### config.mk
export PLATFORM = sky130hd
export DESIGN_NAME = rwa_mul
export DESIGN_NICKNAME = d
export VERILOG_FILES = /design/src/hdl/assert_macros.svh /design/src/hdl/rwa_pkg.sv /design/src/hdl/rwa_mul.sv
export SDC_FILE = /design/constraint.sdc
export NUM_CORES = 2
export LEC_CHECK = 0
export BUFFER_PORTS_ARGS = -buffer_cell sky130_fd_sc_hd__buf_2
export CAP_MARGIN = 20
export CORE_ASPECT_RATIO = 0.9
export CORE_UTILIZATION = 51
export CTS_BUF_LIST = sky130_fd_sc_hd__clkbuf_4
export DETAILED_ROUTE_END_ITERATION = 10
export GPL_TIMING_DRIVEN = 1
export PLACE_DENSITY = 0.67
export REMOVE_ABC_BUFFERS = 1
export SLEW_MARGIN = 10
export SYNTH_ARGS = -nofsm -noshare
export SYNTH_HDL_FRONTEND = slang
export SYNTH_SLANG_ARGS = --single-unit
### constraint.sdc
create_clock -name clk -period 13.1 [get_ports clk]
set_clock_uncertainty 0.05 [all_clocks]
set_input_delay 3.93 -clock clk [delete_from_list [all_inputs] [get_ports clk]]
set_output_delay 3.93 -clock clk [all_outputs]
set_load 0.01 [all_outputs]
### src/hdl/assert_macros.svh
// Assertion macros shared by the RTL of the rolling window aggregate.
// No dependencies; simulation-only bodies, empty under synthesis.
`ifndef ASSERT_MACROS_SVH
`define ASSERT_MACROS_SVH
`ifndef SYNTHESIS
`define RWA_ASSERT(name, clk, rst, prop) \
  name: assert property (@(posedge clk) disable iff (rst) (prop)) \
    else $error("rolling_window_aggregate: check failed");
`define RWA_NEVER(name, clk, rst, cond) \
  name: assert property (@(posedge clk) disable iff (rst) !(cond)) \
    else $error("rolling_window_aggregate: forbidden condition");
`else
`define RWA_ASSERT(name, clk, rst, prop)
`define RWA_NEVER(name, clk, rst, cond)
`endif
`endif

### src/hdl/rwa_pkg.sv
// Shared widths, codes and constants for the rolling window aggregate.
// No dependencies.
`default_nettype none
package rwa_pkg;

  localparam int WIN_MAX  = 16;
  localparam int IDX_W    = 4;
  localparam int LEN_W    = 5;
  localparam int SAMPLE_W = 16;
  localparam int WEIGHT_W = 16;
  localparam int FRAC     = 12;
  localparam int TERM_W   = 32;
  localparam int ACC_W    = 36;
  localparam int MAG_W    = 60;
  localparam int HALF_W   = 30;
  localparam int MUL_W    = 33;
  localparam int PROD_W   = 2 * MUL_W;
  localparam int VAL_W    = 48;
  localparam int DIV_W    = ACC_W - FRAC;
  localparam int DIV_CNT_W = $clog2(DIV_W + 1);

  localparam logic [2:0] CFG_WINDOW_LEN  = 3'd0;
  localparam logic [2:0] CFG_OP_MODE     = 3'd1;
  localparam logic [2:0] CFG_USE_WEIGHTS = 3'd2;
  localparam logic [2:0] CFG_FILL_MODE   = 3'd3;
  localparam logic [2:0] CFG_STRIDE      = 3'd4;
  localparam logic [2:0] CFG_FILL_LEFT   = 3'd5;
  localparam logic [2:0] CFG_FILL_MIDDLE = 3'd6;
  localparam logic [2:0] CFG_FILL_RIGHT  = 3'd7;

  localparam logic [2:0] OP_SUM  = 3'd0;
  localparam logic [2:0] OP_MEAN = 3'd1;
  localparam logic [2:0] OP_MIN  = 3'd2;
  localparam logic [2:0] OP_MAX  = 3'd3;
  localparam logic [2:0] OP_PROD = 3'd4;

  localparam logic [1:0] FILL_NONE   = 2'd0;
  localparam logic [1:0] FILL_LEFT   = 2'd1;
  localparam logic [1:0] FILL_CENTER = 2'd2;
  localparam logic [1:0] FILL_RIGHT  = 2'd3;

  typedef enum logic [2:0] {
    KIND_LPAD   = 3'd0,
    KIND_WINDOW = 3'd1,
    KIND_SKIP   = 3'd2,
    KIND_RPAD   = 3'd3,
    KIND_SHORT  = 3'd4
  } kind_t;

endpackage
`default_nettype wire

### src/hdl/rwa_mul.sv
// Shared registered signed multiplier, one product per cycle.
// Depends on rwa_pkg for operand widths.
`default_nettype none
module rwa_mul (
  input  wire                                    clk,
  input  wire  signed [rwa_pkg::MUL_W-1:0]       a,
  input  wire  signed [rwa_pkg::MUL_W-1:0]       b,
  output logic signed [rwa_pkg::PROD_W-1:0]      p
);

  always_ff @(posedge clk) begin
    p <= a * b;
  end

endmodule
`default_nettype wire

==> results.md <==
* Outcome: complete, no violations
* Yosys cell types at 80
* Crit end category: flip-flop
* Post_cts resized at 0
* Post-DRT Antenna Nets at 0
* Layout cell share with drive strength beyond 1 at 4.69%
* Io pins at 133
* Register area at 1320 sq um
* Pin count of the biggest net entering global routing at 34
* Critical Path Max Stage Delay at 0.65 ns
* Max FFs per register at 66
* Bufs and invs on worst path at 7
* GR Util All Layers at 27.6%
* Dominant synthesized flop cell: dfxtp_1
* Clock tree from TritonCTS: yes
* Grt total ovfl at 0
* Area of the multi-input gates at 34,300 sq um
* Synth top area share at 56.3%
* Starting density of the core at 52.0%
* Kind of critical path: input pin to flip-flop
* Final hold violations at 0
* CTS Sinks at 66
* Area grow syn2layout at 3.44%
* Setup TNS at 0 ns
* Number of buffers created by CTS at 9
* Placement row count at 97
* Pre-Repair DR Iteration Count at 7
* WL final at 106,000 um
* Crit share post-route at 88.5%
* Biggest regs: p (66)
* #FFs+latches synth at 66
* Worst Max-Slew Pin Slew at 0.996 ns
* Most used cell, CP: fa_1
* Slowest CP cell: buf_2
* Critical path required time at 13.53 ns
* Nets at 5,707
* CORE AREA at 78,400 sq um
* Final setup viols at 0
* Fin. max-slew vios at 0
* Post-synthesis async set-or-reset flop share at 0%
* Commonest cells after routing, fill and taps aside: fa_1, inv_1, and2_1, nand2_1, ha_1
* Top cells by area, synth: fa_1, inv_1, and2_1, ha_1, nand2_1
* RSZ-0062 raised after global routing: false
* F_max at 86.3 MHz
* First-pass GRT wire length at 171,000 um
* Post-synth EDFFs at 0
* Reg with most FFs: p
* Initial antenna violation count at 4
* MaxCap Viol Count at 0
* Yosys warns at 0
* Commonest non-fill, non-tap cell in the layout: fa_1
* Clock root buffer: clkbuf_4
* Die width at 300 um
* Minimum clock period at 11.59 ns
* Slew HR at 33.6%
* Starting DRT DRC Count at 1,840
* Post-route DRC at 0
* Critical path launch point type: input pin
* Fill count at 7,162
* Top Family by Delay on Critical Path: adder cells
* Deepest clock path buffer count at 2
* WL per Instance at 19.9 um
* Die area at 81,000 sq um
* Post-Syn Area at 40,700 sq um
* DP HPWL at 87,400 um
* Mean Syn Cell Area at 9.39 sq um
* CTS clock-pin slew for the worst setup and hold paths at 0.14 ns
* Die height at 270 um
* CTS Hold Buffers Added at 0
* Vias in the first global route at 30.7k
* Via count at 28.3k
* Post-CTS setup buffer count at 0
* Max FO, Critical Path at 33
* Gp weighted congestion at 0.994
* Worst min-delay path category: input pin to flip-flop
* Post-synth top area cell: fa_1
* Post-Synthesis Cells at 4,338
* CP arrival at 12.02 ns
* I/O Buffers at 132
* Sequential fraction of the synthesis area at 3.24%
* Vias/cell at 5.32
* H-tree Lvls at 3
==> Yosys cell counts, types with 3 or more instances <==
cell	number
a211oi_1	7
a211o_1	6
and3_1	5
a31oi_1	8
a21oi_2	3
inv_1	1131
clkbuf_1	208
or3_1	3
o21ai_1	6
nor2_1	68
nor3_1	7
or2_2	3
a211oi_2	3
a21oi_1	57
nand3_1	25
fa_1	1145
xor2_1	25
o21bai_1	11
xnor2_1	43
ha_1	217
nor2b_1	5
dfxtp_1	66
nand4_1	11
o21a_1	6
o21ai_0	25
buf_2	11
and2_1	562
nand2_1	551
o31ai_4	3
o211ai_1	4
nand2b_1	12
and4_1	5
a21o_1	36
==> area by class of cell <==
type,instances,area share (%)
Multi-Input combinational cell,2920,81.4
Inverter,1131,10.1
Sequential cell,66,3.14
Tap cell,1039,3.09
Timing Repair Buffer,150,1.91
Clock inverter,7,0.163
Clock buffer,9,0.160
Antenna cell,5,0.0297
==> metrics by stage <==
stage	area (sq um)	utilization (%)	hold slack (ns)	setup WS, ns	std cells
2_1_floorplan	39900	-	4.00	2.24	4117
3_3_place_gp	42000	53.5	4.27	1.12	5305
3_5_place_dp	42000	53.5	4.27	1.01	5305
4_1_cts	42100	53.7	3.82	1.58	5321
5_1_grt	42100	53.7	3.84	1.12	5324
6_report	42100	53.7	3.85	1.51	5327
==> cells by family (layout without fill, tap and decap cells) <==
group           Yosys count  after routing  synth area share, %
other cells               0              5                    0
simple gates           1271           1271                 15.8
compound gates          219            219                 4.07
fa+ha+maj              1362           1362                 62.9
buf+inv                1352           1297                 12.5
xor+xnor                 68             68                 1.46
flops                    66             66                 3.24
==> layer usage <==
metal  global-route usage [%]  routed length (um)
met5                        0                  12
met4                     6.77                2590
met3                     6.15                9030
met2                     44.1               49700
met1                     38.4               44400
==> path summary, 6_finish.rpt <==
kind,from,to,cells past startpoint
hold / removal,b[0],p[0],2
setup / recovery,a[20],p[46],25
Power is left out: the tool's default activity adds up to more than one toggle a clock period on the data nets, which glitch-free logic cannot reach.
