`src/hdl/assert_macros.svh`:
```
// Assertion macros shared by the RTL of the rolling window aggregate.
// No dependencies; simulation-only bodies, empty under synthesis.
`ifndef ASSERT_MACROS_SVH
`define ASSERT_MACROS_SVH
`ifndef SYNTHESIS
`define RWA_ASSERT(name, clk, rst, prop) \
  name: assert property (@(posedge clk) disable iff (rst) (prop)) \
    else $error("rolling_window_aggregate: check failed");
`define RWA_NEVER(name, clk, rst, cond) \
  name: assert property (@(posedge clk) disable iff (rst) !(cond)) \
    else $error("rolling_window_aggregate: forbidden condition");
`else
`define RWA_ASSERT(name, clk, rst, prop)
`define RWA_NEVER(name, clk, rst, cond)
`endif
`endif

```
`src/hdl/rwa_pkg.sv`:
```
// Shared widths, codes and constants for the rolling window aggregate.
// No dependencies.
`default_nettype none
package rwa_pkg;

  localparam int WIN_MAX  = 16;
  localparam int IDX_W    = 4;
  localparam int LEN_W    = 5;
  localparam int SAMPLE_W = 16;
  localparam int WEIGHT_W = 16;
  localparam int FRAC     = 12;
  localparam int TERM_W   = 32;
  localparam int ACC_W    = 36;
  localparam int MAG_W    = 60;
  localparam int HALF_W   = 30;
  localparam int MUL_W    = 33;
  localparam int PROD_W   = 2 * MUL_W;
  localparam int VAL_W    = 48;
  localparam int DIV_W    = ACC_W - FRAC;
  localparam int DIV_CNT_W = $clog2(DIV_W + 1);

  localparam logic [2:0] CFG_WINDOW_LEN  = 3'd0;
  localparam logic [2:0] CFG_OP_MODE     = 3'd1;
  localparam logic [2:0] CFG_USE_WEIGHTS = 3'd2;
  localparam logic [2:0] CFG_FILL_MODE   = 3'd3;
  localparam logic [2:0] CFG_STRIDE      = 3'd4;
  localparam logic [2:0] CFG_FILL_LEFT   = 3'd5;
  localparam logic [2:0] CFG_FILL_MIDDLE = 3'd6;
  localparam logic [2:0] CFG_FILL_RIGHT  = 3'd7;

  localparam logic [2:0] OP_SUM  = 3'd0;
  localparam logic [2:0] OP_MEAN = 3'd1;
  localparam logic [2:0] OP_MIN  = 3'd2;
  localparam logic [2:0] OP_MAX  = 3'd3;
  localparam logic [2:0] OP_PROD = 3'd4;

  localparam logic [1:0] FILL_NONE   = 2'd0;
  localparam logic [1:0] FILL_LEFT   = 2'd1;
  localparam logic [1:0] FILL_CENTER = 2'd2;
  localparam logic [1:0] FILL_RIGHT  = 2'd3;

  typedef enum logic [2:0] {
    KIND_LPAD   = 3'd0,
    KIND_WINDOW = 3'd1,
    KIND_SKIP   = 3'd2,
    KIND_RPAD   = 3'd3,
    KIND_SHORT  = 3'd4
  } kind_t;

endpackage
`default_nettype wire

```
`src/hdl/rwa_div.sv`:
```
// Restoring divider, one quotient bit per cycle, window length divisor.
// Depends on rwa_pkg for widths.
`default_nettype none
module rwa_div (
  input  wire                              clk,
  input  wire                              rst,
  input  wire                              start,
  input  wire  [rwa_pkg::DIV_W-1:0]        dividend,
  input  wire  [rwa_pkg::LEN_W-1:0]        divisor,
  output logic                             busy,
  output logic                             done,
  output logic [rwa_pkg::DIV_W-1:0]        quotient
);

  logic [rwa_pkg::LEN_W-1:0]     rem;
  logic [rwa_pkg::LEN_W:0]       trial;
  logic                          fits;
  logic [rwa_pkg::DIV_CNT_W-1:0] count;

  assign trial = {rem, quotient[rwa_pkg::DIV_W-1]};
  assign fits  = trial >= {1'b0, divisor};

  always_ff @(posedge clk) begin
    if (rst) begin
      busy  <= 1'b0;
      done  <= 1'b0;
      count <= '0;
    end else begin
      done <= 1'b0;
      if (start) begin
        quotient <= dividend;
        rem      <= '0;
        count    <= rwa_pkg::DIV_CNT_W'(rwa_pkg::DIV_W);
        busy     <= 1'b1;
      end else if (busy) begin
        // remainder stays below the divisor, so it fits LEN_W bits
        rem      <= fits ? rwa_pkg::LEN_W'(trial - {1'b0, divisor})
                         : trial[rwa_pkg::LEN_W-1:0];
        quotient <= {quotient[rwa_pkg::DIV_W-2:0], fits};
        count    <= count - 1'b1;
        if (count == rwa_pkg::DIV_CNT_W'(1)) begin
          busy <= 1'b0;
          done <= 1'b1;
        end
      end
    end
  end

endmodule
`default_nettype wire

```
`config.mk`:
```
export PLATFORM = sky130hd
export DESIGN_NAME = rwa_div
export DESIGN_NICKNAME = d
export VERILOG_FILES = /design/src/hdl/assert_macros.svh /design/src/hdl/rwa_pkg.sv /design/src/hdl/rwa_div.sv
export SDC_FILE = /design/constraint.sdc
export NUM_CORES = 1
export LEC_CHECK = 0
export ABC_AREA = 1
export CAP_MARGIN = 15
export CELL_PAD_IN_SITES_DETAIL_PLACEMENT = 1
export CELL_PAD_IN_SITES_GLOBAL_PLACEMENT = 1
export CORE_UTILIZATION = 41
export DETAILED_ROUTE_END_ITERATION = 8
export DONT_BUFFER_PORTS = 1
export GPL_TIMING_DRIVEN = 0
export PLACE_DENSITY = 0.79
export SYNTH_ARGS = -nofsm -noshare
export SYNTH_HDL_FRONTEND = slang
export SYNTH_SLANG_ARGS = --single-unit
```
`constraint.sdc`:
```
create_clock -name clk -period 2.2 [get_ports clk]
set_clock_uncertainty 0.05 [all_clocks]
set_input_delay 0.22 -clock clk [delete_from_list [all_inputs] [get_ports clk]]
set_output_delay 0.22 -clock clk [all_outputs]
set_load 0.01 [all_outputs]
```
==> results.json <==
{
  "slew_violations": 0,
  "dr_total_vias": 1317,
  "area_delta_synth_final_pct": 8.91,
  "ir_worst_vdd_uv": 363,
  "initial_core_util_pct": 43.7,
  "worst_slew_pin_slew_ns": 0.939,
  "synth_top_cell_area_share_pct": 48.5,
  "clockPowerShare_pct": 28.5,
  "track_usage_pct": 19.2,
  "cts_buffers": 5,
  "sequentialPowerShare_pct": 56.6,
  "power_w": 0.00150,
  "synthCells": 197,
  "critical_path.max_fanout": 7,
  "dp.cells": 247,
  "p_leak_nw": 0.871,
  "postRouteAntennaNets": 0,
  "overflow": 0,
  "synth.distinct_cells": 27,
  "period_share_pct": 90.9,
  "fin_tns_setup_ns": 0,
  "ys_warn_count": 0,
  "syn_area_per_cell_um2": 9.12,
  "dpl.hpwl_um": 3100,
  "avgViaCountPerCell": 5.16,
  "antenna_found_initial": 0,
  "io_pins": 58,
  "criticalPathCategory": "flop to flop",
  "p_switching_w": 0.000409,
  "hold_depth": 2,
  "grt_max_degree": 31,
  "worstHoldStart": "dividend[17]",
  "routedWlPerCell_um": 15.7,
  "worstSkewPairLatency_ns": 0.29,
  "clk_path_buf_depth": 2,
  "p_int_w": 0.00109,
  "rsz0062_at_grt": "no",
  "grt_pass1_vias": 1378,
  "drtPass1Iterations": 4,
  "drive_above_1_share_pct": 8.78,
  "die_w_um": 68.2,
  "rows": 23,
  "place.gp.congestion": 0.773,
  "combinationalPowerShare_pct": 14.8,
  "critPathCapture": "rem[2]",
  "synth_edf_count": 29,
  "rrSetupSlack_ns": 0.20,
  "place_ws_ns": 0.182,
  "setup_viol": 0,
  "required_ns": 2.20,
  "cp_data_arrival_time_ns": 1.99,
  "synthFlopType": "edfxtp_1",
  "h-tree-depth": 2,
  "drc_errors": 0,
  "nNetsFinal": 245,
  "hp-class": "input pin to flop",
  "ys_seq_area_share_pct": 56.3,
  "synth_area_leaders": "edfxtp_1, nand2_1, dfxtp_1, ha_1, inv_1",
  "timing.final.ws_setup_ns": 0.201,
  "critPathLaunch": "quotient[23]",
  "timing.fmax_mhz": 500,
  "finalCriticalPeriod_ns": 2.00,
  "ff2ff_path_depth": 10,
  "antennaDiodeCount": 0,
  "ys_ff_latch": 36,
  "routed_wirelength_um": 4000,
  "p_sw_share_pct": 27.3,
  "cp-end-kind": "flop",
  "port_buffers": 0,
  "regToRegStartpoint": "quotient[23]",
  "final_hold_viol_count": 0,
  "synth_async_sr_flop_share_pct": 0,
  "die_h_um": 68.2,
  "cts.clk_slew.worst_paths_ns": 0.07,
  "slew_headroom_pct": 37.3,
  "p_per_area_nw_per_um2": 765,
  "die-area_um2": 4650,
  "drt_iter0_drc": 64,
  "synth.largest_area_cell": "edfxtp_1",
  "fin_hold_ws_ns": 0.0681,
  "cts.sinks": 36,
  "outcome": "complete, no violations",
  "ctsRootBufferMaster": "clkbuf_8",
  "grt_pass1_wl_um": 6410,
  "layout.cells.non_filler": 255,
  "netlist_area_um2": 1800,
  "syn-num-nets": 237,
  "post_cts_resized": 0,
  "worstSetupStartpointType": "flop",
  "core_um2": 4120,
  "cap_violations": 0,
  "r2r_end": "rem[2]",
  "cts_tree": "done"
}
-- worst min path at each step --
stage	end	slack, ns
after floorplan	count[3]	0.24
after global placement	count[3]	0.24
after detailed placement	count[4]	0.24
after CTS	quotient[17]	0.06
after global routing	quotient[4]	0.06
final	quotient[17]	0.07
-- routing by layer --
layer	track usage [%]	vias to the layer above	share of wire (%)
li1	-	649	-
met1	20.7	627	40
met2	34.1	35	53
met3	6.67	6	5.8
met4	7.81	0	1.5
met5	0	-	0
-- state kept, by name, summed over array words and instances (netlist names) --
| name | count |
|---|---|
| quotient | 24 |
| count | 5 |
| rem | 5 |
| busy | 1 |
| done | 1 |
-- repair_timing --
action / in CTS / in global routing
buffers inserted: 0 / 0
hold buffers: 1 / 0
endpoints found under the hold margin: 2 / 0
-- power groups by stage --
stage	Combinational, W	Clock, W	Sequential (W)
4_1_cts	0.000226	0.000442	0.000848
5_1_grt	0.000256	0.000465	0.000853
3_3_place_gp	0.000204	0	0.000860
3_5_place_dp	0.000224	0	0.000863
2_1_floorplan	0.000174	0	0.000849
6_report	0.000222	0.000427	0.000847
-- cell usage in the layout, fill, tap and decap left out --
| cell | Yosys | layout |
|---|---|---|
| xnor2_1 | 1 | 1 |
| nand3_4 | 1 | 1 |
| fa_1 | 1 | 1 |
| o21ai_0 | 2 | 2 |
| a31oi_1 | 3 | 3 |
| inv_1 | 16 | 16 |
| buf_2 | 3 | 3 |
| nor2_4 | 1 | 1 |
| nand2_1 | 88 | 88 |
| nor2_2 | 1 | 1 |
| nand2_2 | 2 | 2 |
| a211oi_1 | 1 | 1 |
| ha_1 | 7 | 7 |
| nand2_4 | 1 | 1 |
| clkinv_1 | 0 | 2 |
| clkbuf_8 | 1 | 6 |
| dlygate4sd3_1 | 0 | 1 |
| or2_4 | 1 | 1 |
| a21oi_1 | 4 | 3 |
| or2_2 | 1 | 1 |
| nor3b_1 | 1 | 1 |
| nor2_1 | 12 | 12 |
| nand4_1 | 1 | 1 |
| nor3_1 | 1 | 1 |
| nand3_1 | 8 | 8 |
| dfxtp_1 | 7 | 7 |
| xor2_1 | 1 | 1 |
| clkbuf_1 | 2 | 2 |
| edfxtp_1 | 29 | 29 |
| a21oi_4 | 0 | 1 |
-- per-stage QoR --
step	utilization, %	area [um^2]
floorplan	-	1800
global placement	45.3	1860
detailed placement	45.5	1870
CTS	47.6	1960
global route	47.6	1960
finish	47.6	1960
-- cell usage after synthesis, types with 2 or more instances --
library cell  instances
nand3_1               8
o21ai_0               2
a21oi_1               4
inv_1                16
edfxtp_1             29
clkbuf_1              2
buf_2                 3
nor2_1               12
nand2_2               2
dfxtp_1               7
ha_1                  7
nand2_1              88
a31oi_1               3
-- area by class of cell --
type | count | area, um^2
Fill cell | 492 | 2160
Sequential cell | 36 | 1010
Multi-Input combinational cell | 139 | 701
Clock buffer | 5 | 68.8
Tap cell | 50 | 62.6
Inverter | 16 | 60.1
Buffer | 6 | 36.3
Timing Repair Buffer | 1 | 10.0
Clock inverter | 2 | 7.51
-- worst max-delay path: stages, from the launching register on --
cell      delay (ns)
edfxtp_1        0.47
inv_1           0.09
ha_1            0.14
inv_1           0.06
fa_1            0.41
nand2_1         0.10
nand2_2         0.09
nand3_4         0.10
nand2_4         0.08
nor2_1          0.11
nor2_1          0.06
-- kinds of logic (layout without fill, tap and decap cells) --
group / after synthesis / in the layout / share of synthesized area, %
AOI/OAI and AO/OA: 10 / 10 / 3.13
xor gates and xnor gates: 2 / 2 / 0.975
adders and majority gates: 8 / 8 / 5.99
buffers and inverters: 22 / 30 / 5.36
DFF: 36 / 36 / 56.3
and+or+nand+nor: 119 / 119 / 28.3
No activity file was read; power rests on OpenSTA's default activity.
